--- src/sv/lppt_pkg.sv ---
// Package for the looping ping-pong progress timer.
// Holds field widths, action and play-mode codes, register indexes and helpers.
// No dependencies; every module of the block imports it.
package lppt_pkg;

  // Field widths.
  localparam int ValW    = 16;
  localparam int ActW    = 3;
  localparam int ModeW   = 3;
  localparam int CfgIdxW = 2;
  localparam int InDataW = 16;
  localparam int OutDataW = 40;

  // Width of the shared remainder unit: covers twice the largest duration.
  localparam int DivW = ValW + 1;

  // Signed width of a tick sum: count plus or minus amount.
  localparam int SumW = ValW + 2;

  // Register values after reset.
  localparam logic [ValW-1:0]  DurationReset = ValW'(1000);
  localparam logic [ModeW-1:0] ModeReset     = ModeW'(0);
  localparam logic [ValW-1:0]  StepReset     = ValW'(1);

  // Action codes.
  localparam logic [ActW-1:0] ACT_TICK  = 3'd0;
  localparam logic [ActW-1:0] ACT_START = 3'd1;
  localparam logic [ActW-1:0] ACT_STOP  = 3'd2;
  localparam logic [ActW-1:0] ACT_RESET = 3'd3;
  localparam logic [ActW-1:0] ACT_SET   = 3'd4;

  // Play modes.
  localparam logic [ModeW-1:0] MODE_FWD       = 3'd0;
  localparam logic [ModeW-1:0] MODE_LOOP      = 3'd1;
  localparam logic [ModeW-1:0] MODE_PINGPONG  = 3'd2;
  localparam logic [ModeW-1:0] MODE_BACK      = 3'd3;
  localparam logic [ModeW-1:0] MODE_BACK_LOOP = 3'd4;
  localparam logic [ModeW-1:0] MODE_BACK_PP   = 3'd5;

  // Configuration register indexes.
  localparam logic [CfgIdxW-1:0] REG_DURATION  = 2'd0;
  localparam logic [CfgIdxW-1:0] REG_PLAY_MODE = 2'd1;
  localparam logic [CfgIdxW-1:0] REG_STEP_SIZE = 2'd2;

  // True for the three backward modes.
  function automatic logic mode_backward(input logic [ModeW-1:0] m);
    return (m == MODE_BACK) || (m == MODE_BACK_LOOP) || (m == MODE_BACK_PP);
  endfunction

  // Clamp a signed tick sum into the range zero to duration.
  function automatic logic [ValW-1:0] clamp_value(input logic signed [SumW-1:0] v,
                                                  input logic [ValW-1:0] d);
    logic [ValW-1:0] r;
    if (v[SumW-1]) begin
      r = '0;
    end else if (v[SumW-2:0] > {1'b0, d}) begin
      r = d;
    end else begin
      r = v[ValW-1:0];
    end
    return r;
  endfunction

endpackage

--- src/sv/lppt_rem.sv ---
// Iterative remainder unit, one restoring step per cycle.
// Shared by the tick modulo, the ping-pong fold and the quantizer.
// Depends on lppt_pkg.
module lppt_rem
  import lppt_pkg::*;
(
  input  logic            clk,
  input  logic            rst,
  input  logic            start,
  input  logic [DivW-1:0] dividend,
  input  logic [DivW-1:0] divisor,
  output logic            done,
  output logic [DivW-1:0] remainder
);

  localparam int CntW = $clog2(DivW);

  logic            busy;
  logic [CntW-1:0] step_cnt;
  logic [DivW-1:0] dvd;
  logic [DivW-1:0] dvs;
  logic [DivW:0]   trial;
  logic [DivW:0]   diff;

  // One restoring step: shift in the next dividend bit and try to subtract.
  always_comb begin
    trial = {remainder, dvd[DivW-1]};
    diff  = trial - {1'b0, dvs};
  end

  always_ff @(posedge clk) begin
    if (rst) begin
      busy      <= 1'b0;
      done      <= 1'b0;
      step_cnt  <= '0;
      remainder <= '0;
      dvd       <= '0;
      dvs       <= '0;
    end else begin
      done <= 1'b0;
      if (start) begin
        busy      <= 1'b1;
        step_cnt  <= '0;
        remainder <= '0;
        dvd       <= dividend;
        dvs       <= divisor;
      end else if (busy) begin
        if (trial >= {1'b0, dvs}) begin
          remainder <= diff[DivW-1:0];
        end else begin
          remainder <= trial[DivW-1:0];
        end
        dvd <= {dvd[DivW-2:0], 1'b0};
        if (step_cnt == CntW'(DivW - 1)) begin
          busy <= 1'b0;
          done <= 1'b1;
        end else begin
          step_cnt <= step_cnt + 1'b1;
        end
      end
    end
  end

endmodule

--- src/sv/looping_pingpong_progress_timer.sv ---
// Top level of the progress timer: sequencer, timer state and registers.
// Depends on lppt_pkg and the shared remainder unit lppt_rem.
//
// Channel   Direction  Signals                             Contents
// s_axis    in         s_tvalid/s_tready/s_tdata/s_tuser   request: action and amount
// m_axis    out        m_tvalid/m_tready/m_tdata           value, quantized value, flags
// cfg       in         cfg_we/cfg_index/cfg_data           duration, play mode, step size
//
// A request is taken in S_IDLE, applied in S_EXEC, and quantized in S_QSTART and S_QUANT;
// S_OUT loads the output register before the next request is taken. A running tick that
// wraps or folds also uses S_WRAP: every looping tick, a backward-looping tick below zero
// and a ping-pong tick out of range. A remainder use is a load and 17 restoring steps.
// Reset is synchronous and returns the timer and registers to their reset values.
// A result waits in the output register while the next request is taken; the sequencer
// holds its own result until the output register is free.
module looping_pingpong_progress_timer
  import lppt_pkg::*;
(
  input  logic                clk,
  input  logic                rst,
  // Input request.
  input  logic                s_tvalid,
  output logic                s_tready,
  input  logic [InDataW-1:0]  s_tdata,   // [15:0] amount
  input  logic [ActW-1:0]     s_tuser,   // [2:0] action
  // Result.
  output logic                m_tvalid,
  input  logic                m_tready,
  output logic [OutDataW-1:0] m_tdata,   // [15:0] current_value, [31:16] quantized_value,
                                         // [32] running, [33] reached_end, rest zero
  // Configuration writes.
  input  logic                cfg_we,
  input  logic [CfgIdxW-1:0]  cfg_index,
  input  logic [ValW-1:0]     cfg_data
);

  typedef enum logic [2:0] {
    S_IDLE,
    S_EXEC,
    S_WRAP,
    S_QSTART,
    S_QUANT,
    S_OUT
  } state_t;

  state_t state;

  // Configuration registers.
  logic [ValW-1:0]  duration;
  logic [ModeW-1:0] play_mode;
  logic [ValW-1:0]  step_size;

  // Timer state.
  logic [ValW-1:0] count_value;
  logic            going_down;
  logic            is_running;

  // Request and working registers.
  logic [ActW-1:0] act;
  logic [ValW-1:0] amt;
  logic            ended;
  logic            flip_neg;
  logic [ValW-1:0] quant;

  // Remainder unit interface.
  logic            div_start;
  logic [DivW-1:0] div_dividend;
  logic [DivW-1:0] div_divisor;
  logic            div_done;
  logic [DivW-1:0] div_rem;

  // Output register.
  logic [ValW-1:0] out_cur;
  logic [ValW-1:0] out_quant;
  logic            out_run;
  logic            out_end;

  // Tick arithmetic on the current state.
  logic signed [SumW-1:0] v_sum;
  logic signed [SumW-1:0] v_neg;
  logic [DivW-1:0]        v_mag;
  logic [DivW-1:0]        dur_ext;
  logic [DivW-1:0]        dur_twice;
  logic [DivW-1:0]        fold_w;
  logic [DivW-1:0]        fold_low;
  logic [ValW-1:0]        rewind_val;
  logic [ValW-1:0]        set_val;

  always_comb begin
    if (going_down) begin
      v_sum = $signed({2'b00, count_value}) - $signed({2'b00, amt});
    end else begin
      v_sum = $signed({2'b00, count_value}) + $signed({2'b00, amt});
    end
    v_neg      = -v_sum;
    v_mag      = v_sum[SumW-1] ? v_neg[DivW-1:0] : v_sum[DivW-1:0];
    dur_ext    = {1'b0, duration};
    dur_twice  = {duration, 1'b0};
    fold_w     = div_rem + 1'b1;
    fold_low   = dur_twice - fold_w;
    rewind_val = mode_backward(play_mode) ? duration : '0;
    set_val    = (amt > duration) ? duration : amt;
  end

  lppt_rem u_rem (
    .clk       (clk),
    .rst       (rst),
    .start     (div_start),
    .dividend  (div_dividend),
    .divisor   (div_divisor),
    .done      (div_done),
    .remainder (div_rem)
  );

  assign s_tready = (state == S_IDLE);
  assign m_tdata  = {{(OutDataW - 2*ValW - 2){1'b0}}, out_end, out_run, out_quant, out_cur};

  // Sequencer, timer state, configuration and output register.
  always_ff @(posedge clk) begin
    if (rst) begin
      state        <= S_IDLE;
      duration     <= DurationReset;
      play_mode    <= ModeReset;
      step_size    <= StepReset;
      count_value  <= '0;
      going_down   <= 1'b0;
      is_running   <= 1'b0;
      ended        <= 1'b0;
      flip_neg     <= 1'b0;
      div_start    <= 1'b0;
      m_tvalid     <= 1'b0;
      act          <= '0;
      amt          <= '0;
      quant        <= '0;
      div_dividend <= '0;
      div_divisor  <= '0;
      out_cur      <= '0;
      out_quant    <= '0;
      out_run      <= 1'b0;
      out_end      <= 1'b0;
    end else begin
      div_start <= 1'b0;
      // Drain the output register; in S_OUT a new result reloads it instead.
      if (m_tvalid && m_tready && (state != S_OUT)) begin
        m_tvalid <= 1'b0;
      end

      case (state)
        // Take a request.
        S_IDLE: begin
          if (s_tvalid) begin
            act   <= s_tuser;
            amt   <= s_tdata;
            ended <= 1'b0;
            state <= S_EXEC;
          end
        end

        // Apply the action; wraps and folds go to the remainder unit.
        S_EXEC: begin
          state <= S_QSTART;
          case (act)
            ACT_TICK: begin
              if (is_running) begin
                case (play_mode)
                  MODE_FWD: begin
                    if (!v_sum[SumW-1] && (v_sum[DivW-1:0] >= dur_ext)) begin
                      is_running <= 1'b0;
                      ended      <= 1'b1;
                    end
                    count_value <= clamp_value(v_sum, duration);
                  end
                  MODE_BACK: begin
                    if (v_sum[SumW-1] || (v_sum == '0)) begin
                      is_running <= 1'b0;
                      ended      <= 1'b1;
                    end
                    count_value <= clamp_value(v_sum, duration);
                  end
                  MODE_LOOP: begin
                    if (v_sum[SumW-1]) begin
                      count_value <= '0;
                    end else begin
                      div_dividend <= v_mag;
                      div_divisor  <= dur_ext;
                      div_start    <= 1'b1;
                      state        <= S_WRAP;
                    end
                  end
                  MODE_BACK_LOOP: begin
                    if (v_sum[SumW-1]) begin
                      div_dividend <= v_mag;
                      div_divisor  <= dur_ext;
                      div_start    <= 1'b1;
                      state        <= S_WRAP;
                    end else begin
                      count_value <= clamp_value(v_sum, duration);
                    end
                  end
                  MODE_PINGPONG, MODE_BACK_PP: begin
                    // A negative sum reflects at zero first.
                    flip_neg <= v_sum[SumW-1];
                    if (v_mag > dur_ext) begin
                      div_dividend <= v_mag - 1'b1;
                      div_divisor  <= dur_twice;
                      div_start    <= 1'b1;
                      state        <= S_WRAP;
                    end else begin
                      count_value <= v_mag[ValW-1:0];
                      going_down  <= going_down ^ v_sum[SumW-1];
                    end
                  end
                  default: begin
                    count_value <= clamp_value(v_sum, duration);
                  end
                endcase
              end
            end
            ACT_START: begin
              if (!is_running) begin
                is_running <= 1'b1;
                if ((count_value == '0) || (count_value == duration)) begin
                  count_value <= rewind_val;
                end
              end
            end
            ACT_STOP: begin
              is_running <= 1'b0;
            end
            ACT_RESET: begin
              count_value <= rewind_val;
            end
            ACT_SET: begin
              count_value <= set_val;
            end
            default: begin
            end
          endcase
        end

        // Finish a loop wrap or a ping-pong fold from the remainder.
        S_WRAP: begin
          if (div_done) begin
            state <= S_QSTART;
            case (play_mode)
              MODE_LOOP: begin
                count_value <= div_rem[ValW-1:0];
              end
              MODE_BACK_LOOP: begin
                count_value <= duration - div_rem[ValW-1:0];
              end
              default: begin
                // Fold over a period of twice the duration.
                if (fold_w > dur_ext) begin
                  count_value <= fold_low[ValW-1:0];
                  going_down  <= going_down ^ flip_neg ^ 1'b1;
                end else begin
                  count_value <= fold_w[ValW-1:0];
                  going_down  <= going_down ^ flip_neg;
                end
              end
            endcase
          end
        end

        // Quantize the stored value by the step size.
        S_QSTART: begin
          div_dividend <= {1'b0, count_value};
          div_divisor  <= {1'b0, step_size};
          div_start    <= 1'b1;
          state        <= S_QUANT;
        end

        S_QUANT: begin
          if (div_done) begin
            quant <= count_value - div_rem[ValW-1:0];
            state <= S_OUT;
          end
        end

        // Hand the result to the output register once it is free.
        S_OUT: begin
          if (!m_tvalid || m_tready) begin
            out_cur   <= count_value;
            out_quant <= quant;
            out_run   <= is_running;
            out_end   <= ended;
            m_tvalid  <= 1'b1;
            state     <= S_IDLE;
          end
        end

        default: begin
          state <= S_IDLE;
        end
      endcase

      // Configuration writes must arrive only while the block is idle; the block does not enforce it.
      if (cfg_we) begin
        case (cfg_index)
          REG_DURATION: begin
            if (cfg_data != '0) begin
              duration <= cfg_data;
              if (count_value > cfg_data) begin
                count_value <= cfg_data;
              end
            end
          end
          REG_PLAY_MODE: begin
            if ((cfg_data[ModeW-1:0] <= MODE_BACK_PP) && (cfg_data[ModeW-1:0] != play_mode)) begin
              play_mode  <= cfg_data[ModeW-1:0];
              going_down <= mode_backward(cfg_data[ModeW-1:0]);
            end
          end
          REG_STEP_SIZE: begin
            if (cfg_data != '0) begin
              step_size <= cfg_data;
            end
          end
          default: begin
          end
        endcase
      end
    end
  end

endmodule
--- config.mk ---
export PLATFORM = sky130hd
export DESIGN_NAME = looping_pingpong_progress_timer
export DESIGN_NICKNAME = d
export VERILOG_FILES = /design/src/sv/lppt_pkg.sv /design/src/sv/lppt_rem.sv /design/src/sv/looping_pingpong_progress_timer.sv
export SDC_FILE = /design/constraint.sdc
export NUM_CORES = 1
export LEC_CHECK = 0
export BUFFER_PORTS_ARGS = -buffer_cell sky130_fd_sc_hd__buf_2
export CAP_MARGIN = 40
export CORE_MARGIN = 1
export CORE_UTILIZATION = 55
export CTS_CLUSTER_DIAMETER = 150
export DETAILED_ROUTE_END_ITERATION = 8
export PLACE_DENSITY_LB_ADDON = 0.3
export SETUP_SLACK_MARGIN = 0.5
export SYNTH_ARGS = -nofsm -noshare
export SYNTH_HDL_FRONTEND = slang
export SYNTH_SLANG_ARGS = --single-unit
--- constraint.sdc ---
create_clock -name clk -period 5.7 [get_ports clk]
set_input_delay 0.57 -clock clk [delete_from_list [all_inputs] [get_ports clk]]
set_output_delay 0.57 -clock clk [all_outputs]
set_load 0.05 [all_outputs]
==> out/results.ini, run 1 <==
[power]
power.leakage_nw = 9.49
p_per_area_nw_per_um2 = 320
ir_drop_uv = 259
p_total_mw = 7.27

[floorplanning]
core_sq_um = 32900
ioPinCount = 84
die_x_um = 186
std_cell_rows = 66
dieArea_sq_um = 34500
start_util_pct = 56.4
die_h_um = 186

[cells_and_area]
layout_commonest_cell = nand2_1
final_cell_mix = nand2_1 (274), nor2_1 (270), a21oi_1 (264)
fillers = 2667
drive_above_1_share_pct = 19.6
area_delta_synth_final_pct = 22.5
final_cells = 3216
nets = 2979
post-route-util_pct = 69.1

[synthesis]
synth.area.top_cells = dfxtp_1 (24%), ha_1 (12%), a21oi_1 (7.5%)
ys_async_sr_fraction_pct = 0
synthCells = 2522
synth_area_leader_cell = dfxtp_1
synth_seq_cells = 221
avgSynthCellArea_sq_um = 7.35
synth-edff-count = 0
yosys_warnings = 0
yosys.area.top_type_share_pct = 23.9
syn_area_sq_um = 18500
ys_seq_area_share_pct = 23.9
ys_types = 87
ys.flop_type = dfxtp_1

[place]
placedCellCount = 3135
hpwl_mm = 60.6
gp_congestion = 1.04
portBuffers = 77

[detailed_routing]
via_per_inst = 6.62
vias = 21300
drt_iter0_drc = 2696
wire_per_inst_um = 25.6
wl_mm = 82.3
firstDrtPassIters = 7
postRouteAntennaNets = 0
drc = 0

[run]
max_cap_viol_count = 0

[clock_tree]
cts_hold_buffers = 0
h-tree-depth = 1
cts_num_sinks = 221
clockRootBuffer = clkbuf_16
path_clk_slew_ps = 70
cts_buffers = 25
cts_max_path_buffers = 3
clock_latency_ps = 580
cts_tree = yes

[worst_hold_path]
hold_path.class = in2reg
min_path_cells = 3
holdCritStartpoint = s_tdata[9]

[timing]
finClkSkew_ps = 18.1
worst_slack_ps = -402
hold_violations = 0
slew_headroom_pct = 33.9
setup_violations = 53
finalCritPeriodShare_pct = 107
rsz0062_at_grt = yes
min_period_ps = 6100
max_slew.worst_pin.slew_ps = 992
finalMaxSlewViolations = 0
fmax_mhz = 164

[grt]
track_usage_pct = 46.6
grt_pass1_wl_mm = 120
antenna_found_initial = 1
grt_pass1_vias = 19800
grt_max_degree = 69
grt-ovfl-total = 0

[worst_setup_path]
arrival_ps = 6560
startpoint = count_value[1]
timing.rr.start = count_value[1]
critical_path_class = reg2reg
critPathMaxFanout = 5
worstSetupStartpointType = register
r2r_cells = 27
cp-end-kind = register
crit_required_ps = 6160

[run_status]
outcome = finished with violations
violations = negative setup slack

## cell families after synthesis
kind of cell	count (synthesis)	share of synthesized area (%)
xor+xnor	111	5.24
compound gates	750	26.3
simple gates	865	21.3
fa+ha+maj	182	12.5
buf+inv	319	6.82
flops	221	23.9
other cells	1	0.0202
mux	73	3.95
## cell usage after synthesis (21+ instances only)
| library cell | number |
|---|---|
| nand2_1 | 281 |
| o21a_1 | 30 |
| and3_1 | 23 |
| nor3_1 | 58 |
| nand3_1 | 47 |
| nor2_1 | 275 |
| inv_1 | 160 |
| nand2b_1 | 21 |
| dfxtp_1 | 221 |
| xnor2_1 | 61 |
| mux2i_1 | 71 |
| nor4_1 | 26 |
| a21o_1 | 31 |
| nor2b_1 | 35 |
| a211oi_1 | 47 |
| a21oi_1 | 278 |
| ha_1 | 177 |
| o21ai_0 | 113 |
| xor2_1 | 50 |
| o211ai_1 | 54 |
| nand4_1 | 27 |
| clkbuf_1 | 119 |
## flip-flops by register name, indices dropped and copies added (netlist names), 3 cells and up
register and count:
step_size 16, out_cur 16, out_quant 16, u_rem.remainder 17, u_rem.step_cnt 5, amt 16, u_rem.dvd 17, div_dividend 17
quant 16, act 3, div_divisor 17, duration 16, u_rem.dvs 17, state 3, count_value 16, play_mode 3
## repair_timing
item / in CTS / in global routing
pin swaps: 44 / 40
gates cloned: 3 / 0
buffers inserted: 22 / 10
hold endpoints to repair: 0 / 0
resized for setup: 78 / 50
setup endpoints to repair: 53 / 55
## path summary, 6_finish.rpt
kind | endpoint | slack, ps
max | count_value[9] | -400
min | amt[9] | 230
max reg2reg | count_value[9] | -400
min reg2reg | out_quant[2] | 450
## through the flow
stage          TNS [ps]  cell area, sq um  hold WS [ps]  setup WS (ps)
3_3_place_gp     -16580             20800           438           -699
5_1_grt          -23460             22700           269           -597
3_5_place_dp     -25810             20900           443           -849
4_1_cts           -9470             22400           227           -325
6_report         -13470             22700           229           -402
2_1_floorplan      -128             18700           432          -53.8
## worst max-delay path: stages, from the launching register on
cell,delay [ps]
dfxtp_4,400
clkinvlp_4,130
fa_2,430
o21bai_4,190
nand3b_1,160
a311oi_4,310
buf_4,180
nor2_1,40
a221o_1,290
xor2_1,180
or4_4,580
and3_4,200
or2_4,240
ha_4,250
nand2_4,90
nor4_4,60
a2111oi_2,330
o21ai_1,140
o21a_1,250
o22ai_1,170
o211ai_1,110
a41o_1,250
buf_6,140
o211a_4,250
buf_4,140
o21ai_2,140
a21oi_2,60
o221a_2,280
## routing by layer
metal | vias to the layer above | track usage, % | wire length [um] | part of all wire [%]
met5 | - | 0 | 76 | 0.092
met1 | 9938 | 63.1 | 33200 | 40
met2 | 1556 | 67.6 | 33000 | 40
met4 | 2 | 23.7 | 4730 | 5.7
li1 | 9472 | - | - | -
met3 | 331 | 12.1 | 11300 | 14
## layout make-up
cell class              count  area, sq um  area share [%]
clock buffers              34          719            3.17
flip-flops and latches    221         4440            19.5
repair buffers            357         2690            11.9
diodes                      1         2.50          0.0110
well taps                 442          553            2.43
inverters                 163          616            2.71
clock inverters            11          183           0.804
multi-input cells        1987        13500            59.5
## power breakdown
part | switching [mW] | leakage [nW] | internal, mW
Sequential | 0.0987 | 1.79 | 1.60
Combinational | 2.27 | 7.26 | 1.49
Clock | 0.733 | 0.443 | 1.07
Power figures use the tool's default switching activity.
==> inputs of run 2 (changes only) <==
Clock period 5.7 ns to 5.6 ns, I/O delays scaled along.
==> run 2 against run 1 <==
Net effect: the run still ends with negative setup slack left; clock skew is 5.0 ps higher; sequential power hardly changed; worst setup slack worse by 120 ps; global-route usage is 0.56 points higher.
==> out/results.ini, run 2 (synthesized netlist as in run 1, its figures left out) <==
[grt]
track_usage_pct = 47.1  ; +0.56 points
grt_pass1_vias = 20000  ; +0.97%
grt-ovfl-total = 0  ; unchanged
grt_max_degree = 98  ; +42%
antenna_found_initial = 6  ; +5
grt_pass1_wl_mm = 121  ; +1.1%

[floorplanning]
die_x_um = 186  ; unchanged
core_sq_um = 32900  ; unchanged
start_util_pct = 56.4  ; unchanged
std_cell_rows = 66  ; unchanged
ioPinCount = 84  ; unchanged
die_h_um = 186  ; unchanged
dieArea_sq_um = 34500  ; unchanged

[clock_tree]
cts_buffers = 25  ; unchanged
clock_latency_ps = 580  ; about the same
clockRootBuffer = clkbuf_16
cts_hold_buffers = 0  ; unchanged
cts_max_path_buffers = 3  ; unchanged
cts_tree = yes
cts_num_sinks = 221  ; unchanged
path_clk_slew_ps = 60  ; about the same
h-tree-depth = 1  ; unchanged

[worst_setup_path]
worstSetupStartpointType = register
max_stage_delay_ps = 450  ; -130 ps
critPathMaxFanout = 5  ; unchanged
crit_required_ps = 6020  ; -140 ps
timing.rr.start = count_value[1]
cp-end-kind = register
arrival_ps = 6540  ; -20 ps
rrSetupSlack_ps = -520  ; -120 ps
r2r_cells = 27  ; unchanged
r2r_end = count_value[12]
cp_num_buf_inv = 4  ; unchanged
critPathTopFamily = compound AO/OA/AOI/OAI gates
path_depth = 27  ; unchanged
critical_path_class = reg2reg
worst_path_max_delay_cell = a2111o_1

[power]
power.leakage_nw = 9.56  ; +0.70%
ir_drop_uv = 266  ; +2.6%
p_per_area_nw_per_um2 = 329  ; +2.9%

[timing]
worst_slack_ps = -523  ; -121 ps
max_slew.worst_pin.slew_ps = 1030  ; +40.0 ps
slew_headroom_pct = 30.8  ; -3.1 points
min_period_ps = 6120  ; +20.8 ps
timing.setup.tns_ps = -16470  ; -3000 ps
finClkSkew_ps = 23.0  ; +4.96 ps
setup_violations = 53  ; unchanged
whs_ps = 225  ; -3.98 ps
hold_violations = 0  ; unchanged
finalCritPeriodShare_pct = 109  ; +2.3 points
finalMaxSlewViolations = 0  ; unchanged
fmax_mhz = 163  ; -0.34%
rsz0062_at_grt = yes

[worst_hold_path]
hold_path.class = in2reg
min_path_cells = 3  ; unchanged
holdPathEnd = amt[9]
holdCritStartpoint = s_tdata[9]

[detailed_routing]
wl_mm = 83.0  ; +0.85%
firstDrtPassIters = 6  ; -1
drt_iter0_drc = 3238  ; +20%
via_per_inst = 6.66  ; +0.60%
postRouteAntennaNets = 0  ; unchanged
wire_per_inst_um = 25.6  ; +0.13%
vias = 21600  ; +1.3%
drc = 0  ; unchanged

[cells_and_area]
layout_commonest_cell = buf_4
area_delta_synth_final_pct = 23.3
drive_above_1_share_pct = 20.1  ; +0.45 points
post-route-util_pct = 69.5  ; +0.41 points
final_cell_mix = buf_4 (277), nand2_1 (274), nor2_1 (271)
nets = 2999  ; +0.67%

[place]
gp_congestion = 1.03  ; -0.47%
portBuffers = 77  ; unchanged
post-place-ws_ps = -814  ; +35.3 ps
hpwl_mm = 61.8  ; +2.0%

[run_status]
outcome = finished with violations
violations = negative setup slack

[run]
max_cap_viol_count = 0  ; unchanged

[run 2: per-layer routing]
layer / share of wire, % / global-route usage, % / vias up
li1: - / - / 9521
met1: 40 / 63.1 / 10100
met2: 39 / 67.4 / 1581
met3: 14 / 13.9 / 393
met4: 6.7 / 25.4 / 4
met5: 0.031 / 0 / -
[run 2: where the power goes]
group | internal, mW | total (mW) | switching [mW]
clock | 1.05 | 1.79 | 0.739
combinational | 1.62 | 4.01 | 2.39
sequential | 1.63 | 1.72 | 0.0903
[run 2: layout make-up]
class / instances / area (sq um)
Inverter: 163 / 616
Antenna cell: 6 / 15.0
Sequential cell: 221 / 4430
Clock buffer: 32 / 682
Multi-Input combinational cell: 1987 / 13600
Timing Repair Buffer: 377 / 2810
Tap cell: 442 / 553
Clock inverter: 11 / 184
Fill cell: 2598 / 10000
[run 2: how the worst max path moves through the flow]
stage / slack (ps) / from / end
2_1_floorplan: -150 / count_value[1] / count_value[1]
3_3_place_gp: -670 / count_value[0] / count_value[3]
3_5_place_dp: -810 / count_value[0] / count_value[3]
4_1_cts: -300 / count_value[1] / count_value[6]
5_1_grt: -650 / count_value[1] / div_divisor[14]
6_report: -520 / count_value[1] / count_value[12]
[run 2: repair_timing]
item | 4_1_cts | 5_1_grt
gates resized for setup | 86 | 51
pin swaps | 40 | 23
endpoints found under the setup margin | 55 | 55
buffers inserted | 24 | 6
hold endpoints to repair | 0 | 0
[run 2: per-stage QoR]
stage          power (mW)  cell area (sq um)  cells
2_1_floorplan        3.72              18700   2527
3_3_place_gp         5.14              21000   3152
3_5_place_dp         5.20              21100   3159
4_1_cts              7.20              22500   3226
5_1_grt              7.80              22800   3234
6_report             7.52              22900   3239
[run 2: worst min-delay path, cell delays in order]
cell	delay, ps
buf_2	100
nand2_1	50
a21oi_1	50
